$ cat config.mk
export PLATFORM = sky130hd
export DESIGN_NAME = swf_tag_stream_locator_core
export DESIGN_NICKNAME = d
export VERILOG_FILES = /design/src/rtl/core/stl_pkg.sv /design/src/rtl/core/stl_in_stage.sv /design/src/rtl/core/stl_parser.sv /design/src/rtl/core/swf_tag_stream_locator_core.sv
export SDC_FILE = /design/constraint.sdc
export NUM_CORES = 1
export LEC_CHECK = 0
export BUFFER_PORTS_ARGS = -buffer_cell sky130_fd_sc_hd__buf_2
export CAP_MARGIN = 25
export CORE_ASPECT_RATIO = 1.4
export CORE_MARGIN = 5
export CORE_UTILIZATION = 66
export DETAILED_ROUTE_END_ITERATION = 10
export PLACE_DENSITY_LB_ADDON = 0.3
export REMOVE_ABC_BUFFERS = 1
export SLEW_MARGIN = 20
export SYNTH_ARGS = -nofsm -noshare
export SYNTH_HDL_FRONTEND = slang
export SYNTH_HIERARCHICAL = 1
export SYNTH_SLANG_ARGS = --single-unit
$ cat constraint.sdc
create_clock -name clk -period 7.6 [get_ports clk]
set_clock_uncertainty 0.2 [all_clocks]
set_input_delay 0.38 -clock clk [delete_from_list [all_inputs] [get_ports clk]]
set_output_delay 0.38 -clock clk [all_outputs]
set_load 0.005 [all_outputs]
$ cat src/rtl/core/stl_pkg.sv
// Shared types and constants of the tag stream locator.
`default_nettype none

package stl_pkg;

	localparam int OFFSET_BITS = 32;
	localparam int TLEN_BITS   = 32;
	localparam int OUT_BITS    = 80;

	localparam logic [1:0] CFG_SEARCH_MODE   = 2'd0;
	localparam logic [1:0] CFG_TARGET_BUTTON = 2'd1;
	localparam logic [1:0] CFG_TARGET_FRAME  = 2'd2;

	localparam logic [1:0] MODE_BUTTON_OFFSET = 2'd0;
	localparam logic [1:0] MODE_FRAME_BOUNDS  = 2'd1;
	localparam logic [1:0] MODE_FIRST_BUTTON  = 2'd2;

	localparam logic [9:0] TAG_END        = 10'd0;
	localparam logic [9:0] TAG_SHOW_FRAME = 10'd1;
	localparam logic [9:0] TAG_BUTTON2    = 10'd34;

	localparam logic [5:0] LEN_LONG = 6'h3f;

	typedef struct packed {
		logic [1:0]  search_mode;
		logic [15:0] target_button_id;
		logic [15:0] target_frame;
	} stl_cfg_t;

	typedef struct packed {
		logic       vld;
		logic [7:0] data_byte;
		logic       last_byte;
	} stl_item_t;

endpackage

`default_nettype wire

$ cat src/rtl/core/stl_in_stage.sv
// Input register stage that holds one byte request for the parser.
`default_nettype none

module stl_in_stage
	import stl_pkg::*;
(
	input  wire logic      clk,
	input  wire logic      arst_n,
	input  wire logic      s_tvalid,
	output logic           s_tready,
	input  wire logic [7:0] s_tdata,
	input  wire logic      s_tlast,
	input  wire logic      take,
	output stl_item_t      item
);

	logic       valid_s1;
	logic [7:0] byte_s1;
	logic       last_s1;

	// The stage frees up in the same cycle that the parser takes its content.
	assign s_tready = !valid_s1 || take;

	always_ff @(posedge clk or negedge arst_n) begin
		if (!arst_n) begin
			valid_s1 <= 1'b0;
			byte_s1  <= '0;
			last_s1  <= 1'b0;
		end else if (s_tvalid && s_tready) begin
			valid_s1 <= 1'b1;
			byte_s1  <= s_tdata;
			last_s1  <= s_tlast;
		end else if (take) begin
			valid_s1 <= 1'b0;
		end
	end

	assign item = '{vld: valid_s1, data_byte: byte_s1, last_byte: last_s1};

endmodule

`default_nettype wire

$ cat src/rtl/core/stl_parser.sv
// Byte-wise file parser with the result register.
`default_nettype none

module stl_parser
	import stl_pkg::*;
(
	input  wire logic                  clk,
	input  wire logic                  arst_n,
	input  wire stl_cfg_t              cfg,
	input  wire stl_item_t             item,
	output logic                       take,
	output logic                       m_tvalid,
	input  wire logic                  m_tready,
	output logic [OUT_BITS-1:0]        m_tdata,
	output logic [0:0]                 m_tuser
);

	typedef enum logic [3:0] {
		PH_HEADER,
		PH_RECT_FIRST,
		PH_RECT_REST,
		PH_RATE,
		PH_COUNT,
		PH_TAG_WORD,
		PH_TAG_LONG,
		PH_BUTTON_ID,
		PH_BODY,
		PH_DONE
	} phase_t;

	phase_t                 phase_q, phase_d;
	logic [OFFSET_BITS-1:0] byte_offset_q, byte_offset_d;
	logic [4:0]             rect_left_q, rect_left_d;
	logic [31:0]            shift_q, shift_d;
	logic [2:0]             field_left_q, field_left_d;
	logic [9:0]             tag_code_q, tag_code_d;
	logic [TLEN_BITS-1:0]   tag_left_q, tag_left_d;
	logic [OFFSET_BITS-1:0] tag_start_q, tag_start_d;
	logic [15:0]            frame_cnt_q, frame_cnt_d;
	logic [OFFSET_BITS-1:0] frame_start_q, frame_start_d;
	logic [OFFSET_BITS-1:0] tags_start_q, tags_start_d;
	logic [15:0]            hdr_frames_q, hdr_frames_d;
	logic                   done_q, done_d;

	logic                   out_valid_q;
	logic                   out_found_q;
	logic [31:0]            out_start_q, out_end_q;
	logic [15:0]            out_id_q;

	logic                   consume;
	logic                   hit;
	logic                   give;
	logic                   r_found;
	logic [31:0]            r_start, r_end;
	logic [15:0]            r_id;
	logic                   tag_fire;
	logic [TLEN_BITS-1:0]   tag_len;
	logic [9:0]             code_now;
	logic [31:0]            sh;
	logic [2:0]             field_dec;
	logic [TLEN_BITS-1:0]   tag_dec;
	logic [5:0]             rect_sum;
	logic [4:0]             rect_first;
	logic [15:0]            word;

	assign take    = !out_valid_q || m_tready;
	assign consume = item.vld && take;

	always_comb begin
		phase_d       = phase_q;
		byte_offset_d = byte_offset_q + OFFSET_BITS'(1);
		rect_left_d   = rect_left_q;
		shift_d       = shift_q;
		field_left_d  = field_left_q;
		tag_code_d    = tag_code_q;
		tag_left_d    = tag_left_q;
		tag_start_d   = tag_start_q;
		frame_cnt_d   = frame_cnt_q;
		frame_start_d = frame_start_q;
		tags_start_d  = tags_start_q;
		hdr_frames_d  = hdr_frames_q;
		done_d        = done_q;
		hit           = 1'b0;
		r_found       = 1'b0;
		r_start       = '0;
		r_end         = '0;
		r_id          = '0;
		tag_fire      = 1'b0;
		tag_len       = '0;
		code_now      = tag_code_q;
		sh            = {item.data_byte, shift_q[31:8]};
		field_dec     = field_left_q - 3'd1;
		tag_dec       = tag_left_q - TLEN_BITS'(1);
		word          = sh[31:16];
		// Rectangle size in bytes, minus the first one: ((12 + 4n) / 8) - 1.
		rect_sum      = {1'b0, item.data_byte[7:3]} + 6'd3;
		rect_first    = rect_sum[5:1] - 5'd1;

		case (phase_q)
			PH_HEADER: begin
				if (byte_offset_q >= OFFSET_BITS'(7)) phase_d = PH_RECT_FIRST;
			end
			PH_RECT_FIRST: begin
				rect_left_d  = rect_first;
				field_left_d = 3'd2;
				phase_d      = (rect_first != 5'd0) ? PH_RECT_REST : PH_RATE;
			end
			PH_RECT_REST: begin
				rect_left_d = rect_left_q - 5'd1;
				if (rect_left_q == 5'd1) begin
					phase_d      = PH_RATE;
					field_left_d = 3'd2;
				end
			end
			PH_RATE: begin
				field_left_d = field_dec;
				if (field_dec == 3'd0) begin
					phase_d      = PH_COUNT;
					field_left_d = 3'd2;
					shift_d      = '0;
				end
			end
			PH_COUNT: begin
				shift_d      = sh;
				field_left_d = field_dec;
				if (field_dec == 3'd0) begin
					hdr_frames_d  = word;
					tags_start_d  = byte_offset_q + OFFSET_BITS'(1);
					frame_start_d = byte_offset_q + OFFSET_BITS'(1);
					phase_d       = PH_TAG_WORD;
					field_left_d  = 3'd2;
					shift_d       = '0;
				end
			end
			PH_TAG_WORD: begin
				if (field_left_q == 3'd2) tag_start_d = byte_offset_q;
				shift_d      = sh;
				field_left_d = field_dec;
				if (field_dec == 3'd0) begin
					tag_code_d = word[15:6];
					code_now   = word[15:6];
					if (word[5:0] == LEN_LONG) begin
						phase_d      = PH_TAG_LONG;
						field_left_d = 3'd4;
						shift_d      = '0;
					end else begin
						tag_fire = 1'b1;
						tag_len  = TLEN_BITS'(word[5:0]);
					end
				end
			end
			PH_TAG_LONG: begin
				shift_d      = sh;
				field_left_d = field_dec;
				if (field_dec == 3'd0) begin
					tag_fire = 1'b1;
					tag_len  = sh;
				end
			end
			PH_BUTTON_ID: begin
				shift_d      = sh;
				tag_left_d   = tag_dec;
				field_left_d = field_dec;
				if (field_dec == 3'd0) begin
					if (cfg.search_mode == MODE_FIRST_BUTTON) begin
						hit     = 1'b1;
						r_found = 1'b1;
						r_id    = word;
					end else if (cfg.search_mode == MODE_BUTTON_OFFSET &&
							word == cfg.target_button_id) begin
						hit     = 1'b1;
						r_found = 1'b1;
						r_start = 32'(tag_start_q);
					end else if (tag_dec == '0) begin
						phase_d      = PH_TAG_WORD;
						field_left_d = 3'd2;
						shift_d      = '0;
					end else begin
						phase_d = PH_BODY;
					end
				end
			end
			PH_BODY: begin
				tag_left_d = tag_dec;
				if (tag_dec == '0) begin
					phase_d      = PH_TAG_WORD;
					field_left_d = 3'd2;
					shift_d      = '0;
				end
			end
			default: begin
			end
		endcase

		// A complete tag header: decide on the tag or choose how to walk it.
		if (tag_fire) begin
			tag_left_d = tag_len;
			if (code_now == TAG_END) begin
				hit = 1'b1;
				if (cfg.search_mode == MODE_FRAME_BOUNDS && hdr_frames_q == 16'd1) begin
					r_found = 1'b1;
					r_start = 32'(tags_start_q);
					r_end   = 32'(tag_start_q);
				end
			end else if (code_now == TAG_SHOW_FRAME &&
					cfg.search_mode == MODE_FRAME_BOUNDS &&
					frame_cnt_q == cfg.target_frame) begin
				hit     = 1'b1;
				r_found = 1'b1;
				r_start = 32'(frame_start_q);
				r_end   = 32'(tag_start_q);
			end else begin
				if (code_now == TAG_SHOW_FRAME && cfg.search_mode == MODE_FRAME_BOUNDS) begin
					frame_start_d = tag_start_q;
					frame_cnt_d   = frame_cnt_q + 16'd1;
				end
				if (code_now == TAG_BUTTON2 && tag_len >= TLEN_BITS'(2) &&
						(cfg.search_mode == MODE_BUTTON_OFFSET ||
						cfg.search_mode == MODE_FIRST_BUTTON)) begin
					phase_d      = PH_BUTTON_ID;
					field_left_d = 3'd2;
					shift_d      = '0;
				end else if (tag_len == '0) begin
					phase_d      = PH_TAG_WORD;
					field_left_d = 3'd2;
					shift_d      = '0;
				end else begin
					phase_d = PH_BODY;
				end
			end
		end

		if (hit) begin
			done_d  = 1'b1;
			phase_d = PH_DONE;
		end

		// A file without a decision still gets exactly one (negative) result.
		give = hit || (item.last_byte && !done_q);

		if (item.last_byte) begin
			phase_d       = PH_HEADER;
			byte_offset_d = '0;
			rect_left_d   = '0;
			shift_d       = '0;
			field_left_d  = '0;
			tag_code_d    = '0;
			tag_left_d    = '0;
			tag_start_d   = '0;
			frame_cnt_d   = '0;
			frame_start_d = '0;
			tags_start_d  = '0;
			hdr_frames_d  = '0;
			done_d        = 1'b0;
		end
	end

	always_ff @(posedge clk or negedge arst_n) begin
		if (!arst_n) begin
			phase_q       <= PH_HEADER;
			byte_offset_q <= '0;
			rect_left_q   <= '0;
			shift_q       <= '0;
			field_left_q  <= '0;
			tag_code_q    <= '0;
			tag_left_q    <= '0;
			tag_start_q   <= '0;
			frame_cnt_q   <= '0;
			frame_start_q <= '0;
			tags_start_q  <= '0;
			hdr_frames_q  <= '0;
			done_q        <= 1'b0;
			out_valid_q   <= 1'b0;
			out_found_q   <= 1'b0;
			out_start_q   <= '0;
			out_end_q     <= '0;
			out_id_q      <= '0;
		end else begin
			if (consume) begin
				phase_q       <= phase_d;
				byte_offset_q <= byte_offset_d;
				rect_left_q   <= rect_left_d;
				shift_q       <= shift_d;
				field_left_q  <= field_left_d;
				tag_code_q    <= tag_code_d;
				tag_left_q    <= tag_left_d;
				tag_start_q   <= tag_start_d;
				frame_cnt_q   <= frame_cnt_d;
				frame_start_q <= frame_start_d;
				tags_start_q  <= tags_start_d;
				hdr_frames_q  <= hdr_frames_d;
				done_q        <= done_d;
			end
			if (consume && give) begin
				out_valid_q <= 1'b1;
				out_found_q <= r_found;
				out_start_q <= r_start;
				out_end_q   <= r_end;
				out_id_q    <= r_id;
			end else if (m_tready) begin
				out_valid_q <= 1'b0;
			end
		end
	end

	assign m_tvalid = out_valid_q;
	assign m_tdata  = {out_id_q, out_end_q, out_start_q};
	assign m_tuser  = out_found_q;

endmodule

`default_nettype wire

$ cat src/rtl/core/swf_tag_stream_locator_core.sv
// Top level of the tag stream locator: ports, configuration registers, stages.
//
// Channel   Direction  Handshake            Payload
// s_*       in         s_tvalid / s_tready  one file byte, s_tlast on the final byte
// m_*       out        m_tvalid / m_tready  one search result per file
// cfg_*     in         cfg_we (no wait)     register index and write data
//
// Every byte passes through the input register and then the parser; a new byte is
// taken in every cycle while results drain, so throughput is one byte per cycle.
// The rate is set by the single parser step between the two registers.
// Reset is asynchronous and active low; it clears the parser and all registers.
// When a result waits on m_tready, the input register holds one more byte and then
// s_tready falls until the result is taken.
`default_nettype none

module swf_tag_stream_locator_core
	import stl_pkg::*;
(
	input  wire logic                clk,
	input  wire logic                arst_n,
	// Byte stream. s_tdata: data_byte[7:0]; s_tlast: last_byte.
	input  wire logic                s_tvalid,
	output logic                     s_tready,
	input  wire logic [7:0]          s_tdata,
	input  wire logic                s_tlast,
	// Results. m_tdata: start_offset[31:0], end_offset[63:32], button_id[79:64].
	output logic                     m_tvalid,
	input  wire logic                m_tready,
	output logic [OUT_BITS-1:0]      m_tdata,
	// m_tuser: found[0].
	output logic [0:0]               m_tuser,
	// Configuration writes.
	input  wire logic                cfg_we,
	input  wire logic [1:0]          cfg_index,
	input  wire logic [15:0]         cfg_data
);

	stl_cfg_t  cfg_q;
	stl_item_t item;
	logic      take;

	// Register writes act at once; a write to an index outside the map is dropped.
	always_ff @(posedge clk or negedge arst_n) begin
		if (!arst_n) begin
			cfg_q <= '0;
		end else if (cfg_we) begin
			case (cfg_index)
				CFG_SEARCH_MODE:   cfg_q.search_mode      <= cfg_data[1:0];
				CFG_TARGET_BUTTON: cfg_q.target_button_id <= cfg_data;
				CFG_TARGET_FRAME:  cfg_q.target_frame     <= cfg_data;
				default: begin
				end
			endcase
		end
	end

	// The input register holds one byte request ahead of the parser. While a result
	// waits and the input register is full, s_tready follows m_tready through the parser's take signal.
	stl_in_stage u_in (
		.clk      (clk),
		.arst_n   (arst_n),
		.s_tvalid (s_tvalid),
		.s_tready (s_tready),
		.s_tdata  (s_tdata),
		.s_tlast  (s_tlast),
		.take     (take),
		.item     (item)
	);

	// The parser walks header, rectangle and tags, and keeps the result register.
	stl_parser u_parser (
		.clk      (clk),
		.arst_n   (arst_n),
		.cfg      (cfg_q),
		.item     (item),
		.take     (take),
		.m_tvalid (m_tvalid),
		.m_tready (m_tready),
		.m_tdata  (m_tdata),
		.m_tuser  (m_tuser)
	);

endmodule

`default_nettype wire

# Word-level counts from Yosys, hierarchy flattened
# Cells that the tools add are included.
dict set report totals {
  elab_cells 223
  reg_bits 373
  output_inout_bits 83
}
dict set report op_classes {
  n_eq_ne 22
  magnitude_cmp 2
  n_mux 121
  add_sub_neg 7
  reduce_logical 47
}
# op count
set ops {}
lappend ops {{$mux W32} 46}
lappend ops {{$pmux W32 S6} 1}
lappend ops {{$mux W16} 11}
lappend ops {{$mux W4} 18}
lappend ops {{$logic_not A32 Y1} 2}
lappend ops {{$pmux W32 S2} 1}
lappend ops {{$mux W3} 15}
lappend ops {{$add A32 B1 Y32 const B} 1}
lappend ops {{$eq A16 B16 Y1} 2}
lappend ops {{$ge A32 B2 Y1 const B} 1}
lappend ops {{$ge A32 B3 Y1 const B} 1}
lappend ops {{$pmux W4 S8} 1}
lappend ops {{$sub A32 B1 Y32 const B} 1}
lappend ops {{$mux W10} 3}
lappend ops {{$pmux W3 S7} 1}
lappend ops {{$mux W1} 20}
lappend ops {{$reduce_bool A2 Y1} 9}
lappend ops {{$add A16 B1 Y16 const B} 1}
lappend ops {{$eq A16 B1 Y1 const B} 1}
lappend ops {{$eq A4 B3 Y1 const B} 4}
lappend ops {{$reduce_and A2 Y1} 6}
lappend ops {{$eq A10 B1 Y1 const B} 1}
lappend ops {{$eq A10 B6 Y1 const B} 1}
lappend ops {{$logic_and A1 B1 Y1} 10}
lappend ops {{other kinds (27)} 41}

# Logic depth before layout (Yosys ltp)
# Gate-level depths: netlist of the first run.
dict set report depth {
  word_depth 13
  ltp_mapped 14
  ltp_nobuf 10
}

# Modules after synthesis
# Netlist of the first run, hierarchy kept.
# mod area_each_um2 n_inst cells_each
set modules_own_cells {}
lappend modules_own_cells {stl_parser 16171.8 1 1734}
lappend modules_own_cells {swf_tag_stream_locator_core 1378.8 1 73}
lappend modules_own_cells {stl_in_stage 440.4 1 24}

# Worst setup path after synthesis of the first run
# Ideal clock, no wire load.
dict set report synth_timing {
  path_type {register -> register}
  startpoint {reg u_parser.tag_left_q[0]}
  endpoint {reg u_parser.shift_q[30]}
  path_stages_with_launch 13
  period_less_slack_ns 3.518
  path_slack_ns 4.082
  arrival_ns 3.197
  cell_sequence {dfrtp_1 -> inv_1 -> ha_1 -> nor3b_2 -> and3_1 -> nand4_1 -> a211o_1 -> or4_4 -> buf_6 -> o41a_1 -> o21a_4 -> buf_6 -> a22o_1}
}
dict set report synth_via {
  elab_chain_cells 13
  elab_cells_between_ends 14
  classes_between {add/sub (1); mux (12); reduce/logical (1)}
}
# item line_no
set synth_lines {}
lappend synth_lines {{start: declaration} stl_parser.sv:37} ;# logic [TLEN_BITS-1:0] tag_left_q, tag_left_d;
lappend synth_lines {{start signal: assignment} stl_parser.sv:286} ;# tag_left_q <= tag_left_d;
lappend synth_lines {{$sub A32 B1 Y32 *} stl_parser.sv:93} ;# tag_dec = tag_left_q - TLEN_BITS'(1);
lappend synth_lines {{$logic_not A32 Y1 *} {stl_parser.sv:174, stl_parser.sv:185}}
lappend synth_lines {{$mux W32} stl_parser.sv:174} ;# end else if (tag_dec == '0) begin
lappend synth_lines {{$mux W32} stl_parser.sv:169} ;# end else if (cfg.search_mode == MODE_BUTTON_OFFSET &&
lappend synth_lines {{$mux W32} stl_parser.sv:165} ;# if (cfg.search_mode == MODE_FIRST_BUTTON) begin
lappend synth_lines {{$mux W32} stl_parser.sv:164} ;# if (field_dec == 3'd0) begin
lappend synth_lines {{$pmux W32 S6 *} stl_parser.sv:99} ;# case (phase_q)
lappend synth_lines {{$mux W32} stl_parser.sv:223} ;# end else if (tag_len == '0) begin
lappend synth_lines {{$mux W32} stl_parser.sv:217} ;# if (code_now == TAG_BUTTON2 && tag_len >= TLEN_BITS'(2) &&
lappend synth_lines {{$mux W32} stl_parser.sv:205} ;# end else if (code_now == TAG_SHOW_FRAME &&
lappend synth_lines {{$mux W32} stl_parser.sv:198} ;# if (code_now == TAG_END) begin
lappend synth_lines {{$mux W32 *} stl_parser.sv:196} ;# if (tag_fire) begin
lappend synth_lines {{$mux W32 *} stl_parser.sv:241} ;# if (item.last_byte) begin
lappend synth_lines {{end signal: assignment} stl_parser.sv:283} ;# shift_q <= shift_d;
lappend synth_lines {{end: declaration} stl_parser.sv:34} ;# logic [31:0] shift_q, shift_d;
# Every way passes the cells marked *; elsewhere a longest branch is shown, timed or not.
# A chain may end at the register's enable or synchronous reset.

# Worst setup path after layout of the first run
dict set report layout_timing {
  startpoint {reg u_parser.phase_q[2]}
  endpoint {reg u_parser.out_start_q[20]}
}
dict set report layout_via {
  elab_chain_cells 10
  elab_cells_between_ends 20
  classes_between {eq/ne (4); mux (11); reduce/logical (5)}
}
# item line_no
set layout_lines {}
lappend layout_lines {{start: declaration} stl_parser.sv:31} ;# phase_t phase_q, phase_d;
lappend layout_lines {{start signal: assignment} stl_parser.sv:280} ;# phase_q <= phase_d;
lappend layout_lines {{$eq A4 B3 Y1} stl_parser.sv:99}
lappend layout_lines {{$mux W10} stl_parser.sv:99}
lappend layout_lines {{$eq A10 B1 Y1} stl_parser.sv:205}
lappend layout_lines {{$logic_and A1 B1 Y1} stl_parser.sv:205}
lappend layout_lines {{$logic_and A1 B1 Y1} stl_parser.sv:206} ;# cfg.search_mode == MODE_FRAME_BOUNDS &&
lappend layout_lines {{$mux W1} stl_parser.sv:205}
lappend layout_lines {{$mux W1} stl_parser.sv:198}
lappend layout_lines {{$mux W1} stl_parser.sv:196}
lappend layout_lines {{$logic_or A1 B1 Y1} stl_parser.sv:239} ;# give = hit || (item.last_byte && !done_q);
lappend layout_lines {{$logic_and A1 B1 Y1} stl_parser.sv:294} ;# if (consume && give) begin
lappend layout_lines {{end signal: assignment} stl_parser.sv:297} ;# out_start_q <= r_start;
lappend layout_lines {{end: declaration} stl_parser.sv:47} ;# logic [31:0] out_start_q, out_end_q;
# Several ways; a longest one is shown, not always the timed one.

==> out/summary.txt, run 1 <==
Die height = 205.4 µm
Setup_tns = 0 ps
Relative slew slack = 25.63%
Largest family of logic cells by synthesized area = compound AO/OA/AOI/OAI gates
Final Hold Fails = 0
Gpl congestion = 0.9604
CP Capture Type = flop
CP arrival = 4810 ps
Layout area overhead = 12.42%
EDFF count, synth = 0
Post-CTS sizing = 0
Longest Clk Path Bufs = 3
WS Path Type = flop to flop
Synth Flop Type = dfrtp_1
Maximum net fanout on the critical path = 21
CP required = 7860 ps
Final nets = 1,947
Rows = 71
Overall power = 5801 µW
Pre-CTS setup slack = 2853 ps
GRT Residual Overflow = 0
Synth Instances = 1,831
DRC Markers = 0
Total Routed Length = 51,680 µm
Initial antenna violation count = 0
Worst-path cell chain = nor4bb_1 -> nand3_1 -> mux2_2 -> or2_1 -> nor4_2 -> buf_4 -> and2_1 -> a222oi_1 -> o21ai_1
Leakage = 0.009135 µW
VDD IR max = 425.1 µV
Worst hold path type = primary input to flop
Status = completed
Synth Cell Area = 17,990 µm²
WL met1 = 18,830 µm
Starting Density = 66.84%
Largest net degree at the start of global routing = 182
# setup viols final = 0
Unrepaired setup endpoints after global routing = no
All-Layer GR Usage = 33.46%
Async S/R FF share, synth = 100.0%
XOR/XNOR Fraction of Synth Area = 4.479%
Mux contribution to synthesized area = 3.881%
Vias in the first global route = 15,470
Crit-path leading delay family = simple AND/OR/NAND/NOR gates
Compound-Gate Fraction of Synth Area = 19.22%
PwrDens = 286.8 nW/µm²
WL met3 = 4012 µm
Worst Setup Slack, final = 3052 ps
Hold_ws = 16.42 ps
Final Slew Violations = 0
WL met2 = 26,160 µm
Layout cells sized above 1 = 14.37%
Clk slew on worst S/H paths = 60 ps
Yosys warnings = 6
Syn_area_per_cell = 9.826 µm²
CTS Root Cell = clkbuf_16
CTS tree = built
Clock Sinks = 365
Post-synthesis sequential area ratio = 50.77%
Yosys reg bits = 365
First-pass GRT wire length = 81,840 µm
Clock Latency Late Sink = 540 ps
Worst setup SP type = flop
Worst-margin pin slew = 1115 ps
Crit path max-delay cell type = and2_1
DP HPWL = 32,710 µm
N_diodes = 0
I/O pin count = 115
Via count = 15,450
Max Cap Violations = 0
Post-Synth Simple-Gate Area = 16.99%
Final worst-path cycle share = 59.84%
I/O Buffers = 114
TritonCTS buffer count = 36
H-tree Lvls = 2
Die ar. = 30,710 µm²
DR vias/cell = 6.737
Buf/Inv on CP = 1
Detail Route Antenna Nets = 0
Wire length per cell = 22.54 µm
Top Layer Used = met4
Number of distinct library cells after synthesis = 82
Initial DRC count = 1,583
First-pass iteration count of the detailed router = 9
Fillers = 1,838
Core area = 26,920 µm²
Slowest stage delay, CP = 870 ps
Adder-cell area share of the yosys netlist = 0.8346%
Final min period = 4548 ps
Die width = 149.5 µm
Fmax = 0.2199 GHz
==> per-layer routing <==
| metal | vias up | track usage [%] |
|---|---|---|
| li1 | 6813 | - |
| met3 | 221 | 5.199 |
| met2 | 874 | 58.33 |
| met1 | 7539 | 39.98 |
| met4 | 0 | 17.44 |
| met5 | - | 0 |
==> cells by family (layout without fill, tap and decap cells) <==
group                    after synthesis  after routing
AO/OA/AOI/OAI                        510            510
XOR/XNOR                              92             92
adder cells (fa/ha/maj)               12             12
buffers and inverters                167            264
flip-flops                           365            365
multiplexers                          53             53
AND/OR/NAND/NOR                      632            632
==> layout make-up <==
cell class                 count  area, µm²  area share (%)
timing repair buffer         174       1120           5.537
clock buffer                  52       1054           5.209
multi-input combinational   1299       8234           40.71
sequential                   365       9134           45.16
tap                          365      456.7           2.258
clock inverter                11      126.4          0.6248
inverter                      27      101.3          0.5011
==> through the flow <==
stage	cell area, µm²	cells	util (%)
final	20230	2293	75.14
after floorplan	17400	1691	-
after CTS	20190	2290	75.02
after global placement	18740	2199	69.61
after detailed placement	18740	2200	69.64
after global routing	20230	2293	75.14
==> cells in the mapped netlist (all sizes together) (4+ instances only) <==
library cell | number | area share [%]
or3 | 11 | 0.44
or4 | 13 | 0.56
nor2b | 6 | 0.21
or2 | 8 | 0.28
inv | 27 | 0.56
and2 | 8 | 0.28
a21oi | 53 | 1.5
nor4 | 47 | 1.8
clkbuf | 119 | 2.5
ha | 12 | 0.83
nor2 | 114 | 2.4
a222oi | 21 | 1.2
o21a | 4 | 0.21
nand2b | 8 | 0.32
a221o | 24 | 1.3
buf | 21 | 0.78
xor2 | 51 | 2.5
and3 | 16 | 0.56
nand4 | 23 | 0.80
nor3b | 7 | 0.38
nand3b | 4 | 0.31
a32oi | 12 | 0.58
a22oi | 24 | 1.0
o31ai | 10 | 0.42
o21ai | 214 | 6.0
o22ai | 5 | 0.17
a31oi | 5 | 0.17
mux2 | 47 | 3.5
nor3 | 39 | 1.1
o211a | 4 | 0.22
xnor2 | 41 | 2.0
o211ai | 6 | 0.25
mux2i | 6 | 0.33
nand2 | 265 | 5.6
nand3 | 52 | 1.4
dfrtp | 365 | 51
a22o | 96 | 4.7
==> worst reg2reg max path, stage by stage (launching register included) <==
cell	delay (ps)
dfrtp_1	650
nor4bb_1	720
nand3_1	370
mux2_2	400
or2_1	270
nor4_2	270
buf_4	270
and2_1	880
a222oi_1	240
o21ai_1	210
==> flip-flops by register name (all words and copies together), names as in the netlist, 24 cells and up <==
signal / count
cfg_q: 34
u_parser/tag_left_q: 32
u_parser/frame_start_q: 32
u_parser/tag_start_q: 32
u_parser/out_end_q: 32
u_parser/shift_q: 24
u_parser/out_start_q: 32
u_parser/tags_start_q: 32
u_parser/byte_offset_q: 32
==> power by group <==
| part | internal, µW | switching [µW] |
|---|---|---|
| logic | 637 | 1100 |
| registers | 2070 | 203 |
| clock network | 1040 | 757 |
| total | 3740 | 2060 |
==> worst paths after layout <==
path / start / to / slack, ps / cells past startpoint
worst max-delay path: u_parser/phase_q[2] / u_parser/out_start_q[20] / 3050 / 9
worst min-delay path: m_tready / u_parser/m_tvalid / 20 / 3
worst max register to register: u_parser/phase_q[2] / u_parser/out_start_q[20] / 3050 / 9
worst min register to register: u_parser/out_id_q[15] / u_parser/out_id_q[15] / 270 / 2
max in group asynchronous: arst_n / u_parser/frame_cnt_q[10] / 5490 / 3
min in group asynchronous: arst_n / u_parser/out_end_q[15] / 280 / 2
==> placed cells by master (no fill, tap or decap), types with 24 or more instances in the layout <==
cell           netlist  layout
nand3_1             52      52
dlygate4sd3_1        0      27
a22oi_1             24      24
xnor2_1             41      41
a221o_1             24      24
clkbuf_16            0      38
mux2_4              29      29
buf_2                7     113
buf_4                2      29
nor4_1              45      42
nand2_1            264     263
a21oi_1             52      52
dfrtp_1            365     365
o21ai_0            143     142
inv_1               27      27
xor2_1              51      51
o21ai_1             71      68
nor2_1             114     114
nor3_1              39      39
a22o_1              96      96
==> repair_timing <==
action | CTS | global route
buffers inserted | 0 | 0
hold buffers | 27 | 0
endpoints found under the hold margin | 148 | 0
(Power assumes the default switching activity.)
==> inputs of run 2 (changes only) <==
--- a/config.mk
+++ b/config.mk
@@ -9,7 +9,7 @@
 export CAP_MARGIN = 25
 export CORE_ASPECT_RATIO = 1.4
 export CORE_MARGIN = 5
-export CORE_UTILIZATION = 66
+export CORE_UTILIZATION = 55
 export DETAILED_ROUTE_END_ITERATION = 10
 export PLACE_DENSITY_LB_ADDON = 0.3
 export REMOVE_ABC_BUFFERS = 1
==> constraint.sdc (replaced) <==
create_clock -name clk -period 3.8 [get_ports clk]
set_clock_uncertainty 0.2 [all_clocks]
set_input_delay 0.19 -clock clk [delete_from_list [all_inputs] [get_ports clk]]
set_output_delay 0.19 -clock clk [all_outputs]
set_load 0.005 [all_outputs]
==> run 2 against run 1 <==
Count of clock-buffer cells in the layout decreased by 1. Die area rose by 19%. Sequential power increased by 97%. Sequential cell count unchanged. Largest power group unchanged.
==> out/summary.txt, run 2 (synthesized netlist as in run 1, its figures left out) <==
Die ar. = 36,480 µm²
Initial antenna violation count = 0
Final min period = 3618 ps
PwrDens = 563.8 nW/µm²
Vias in the first global route = 15,320
Max reg flops = 34
Clock Latency Late Sink = 540 ps
Finished Cell Area = 21,010 µm²
TritonCTS buffer count = 36
CTS tree = built
Final worst-path cycle share = 95.22%
DR vias/cell = 6.238
CP required = 4020 ps
Worst hold path type = primary input to asynchronous set/reset pin
Unrepaired setup endpoints after global routing = no
CP arrival = 3840 ps
Buf/Inv on CP = 1
DP HPWL = 35,320 µm
Worst-margin pin slew = 938.4 ps
Die height = 224.0 µm
Final Slew Violations = 0
Core area = 32,400 µm²
Crit-path leading delay family = simple AND/OR/NAND/NOR gates
CTS Root Cell = clkbuf_16
Layout area overhead = 16.80%
Via count = 15,180
Die width = 162.9 µm
GRT Residual Overflow = 0
Gpl congestion = 0.9433
Status = completed
Detail Route Antenna Nets = 0
Layout cells sized above 1 = 16.80%
Slowest stage delay, CP = 580 ps
Final nets = 2,014
Final Hold Fails = 0
Worst Setup EP = u_parser/shift_q[18]
I/O Buffers = 114
Initial DRC count = 1,350
CP Capture Type = flop
RR Startpoint = u_parser/tag_left_q[0]
I/O pin count = 115
Clk slew on worst S/H paths = 60 ps
Total Routed Length = 51,770 µm
Worst r2r path cells = 10
Post-CTS Setup Inserts = 0
Worst-path cell chain = inv_1 -> ha_1 -> nor3b_4 -> and3_2 -> nand4_1 -> a211o_1 -> or4_4 -> o41a_1 -> o21a_4 -> a22o_1
Worst setup SP type = flop
Maximum net fanout on the critical path = 24
Starting Density = 55.53%
All-Layer GR Usage = 28.11%
Largest net degree at the start of global routing = 116
Clock Sinks = 365
Crit path max-delay cell type = or4_4
Non-filler cells in the finished layout = 2,434
Most flops, register = cfg_q
Fmax = 0.2764 GHz
First-pass iteration count of the detailed router = 8
WS Path Type = flop to flop
Wire length per cell = 21.27 µm
H-tree Lvls = 2
# setup viols final = 0
DRC Markers = 0
Fillers = 2,584
Leakage = 0.009499 µW
Critical R2R Capture = u_parser/shift_q[18]
Longest Clk Path Bufs = 3
Critical path startpoint = u_parser/tag_left_q[0]
First-pass GRT wire length = 83,170 µm
Most common cell after layout, fill and taps aside = dfrtp_1
Dpl cell area = 19,380 µm²
Dpl cells = 2,331
N_diodes = 0
Most frequent cells in the layout = 365 x dfrtp_1, 263 x nand2_1, 142 x o21ai_0, 114 x nor2_1, 113 x buf_2
Critical Path Stages = 10
Max Cap Violations = 0
Rows = 78
R2R setup slack = 180 ps
Relative slew slack = 37.44%
VDD IR max = 631.3 µV
[run 2: cell count changes in the layout (fill, tap and decap cells not counted), sizes merged]
cell | before | now
dlygate4sd3 | 27 | 40
inv | 27 | 28
buf | 146 | 201
bufinv | 2 | 3
clkinvlp | 1 | 2
clkbuf | 53 | 51
clkinv | 8 | 5
[run 2: cell type report]
class	instances	area [µm²]	share of cell area (%)
sequential	365	9134	43.47
tap	440	550.5	2.620
inverter	27	101.3	0.4823
timing repair buffer	241	1779	8.467
clock inverter	11	150.1	0.7145
clock buffer	51	1027	4.889
multi-input combinational	1299	8270	39.36
[run 2: worst min path at each step]
stage | end | slack [ps] | cells after the start
after floorplan | cfg_q[0] | -310 | 0
final | u_parser/out_start_q[4] | 120 | 2
after global placement | u_parser/out_start_q[4] | 140 | 1
after CTS | u_parser/out_start_q[4] | 180 | 2
after detailed placement | u_parser/out_start_q[4] | 150 | 1
after global routing | u_parser/out_start_q[4] | 220 | 2
[run 2: what timing repair did]
action	CTS	global route
hold buffers	40	0
setup endpoints to repair	0	29
endpoints found under the hold margin	153	0
gates resized for setup	0	7
[run 2: power breakdown]
part	internal [µW]	leakage [µW]	switching [µW]
combinational	1480	0.00394	2290
sequential	4130	0.00499	341
clock	2090	0.000573	1510
total	7710	0.00950	4140
[run 2: routing by layer]
layer / wire length (µm) / vias to the layer above / GRT usage (%)
met4: 2103 / 0 / 12.18
met3: 2941 / 140 / 3.865
met5: 0 / - / 0
li1: - / 6929 / -
met2: 27000 / 617 / 49.88
met1: 19730 / 7497 / 34.12
[run 2: worst reg2reg max path: stages, from the launching register on]
cell,delay [ps]
dfrtp_1,450
inv_1,90
ha_1,240
nor3b_4,280
and3_2,300
nand4_1,130
a211o_1,330
or4_4,580
o41a_1,410
o21a_4,210
a22o_1,270
[run 2: metrics by stage]
stage               worst slack (ps)  TNS (ps)  utilization, %  power [µW]  hold WS [ps]
finish                         181.6         0           64.85       11850         123.6
global route                   15.97         0           64.85       12460         224.7
CTS                            136.1         0           64.67       11810         183.1
detailed placement             160.4         0           59.80        8156         152.2
global placement               247.6         0           59.80        8103         138.1
floorplan                      -1590   -195120               -        6862        -305.6
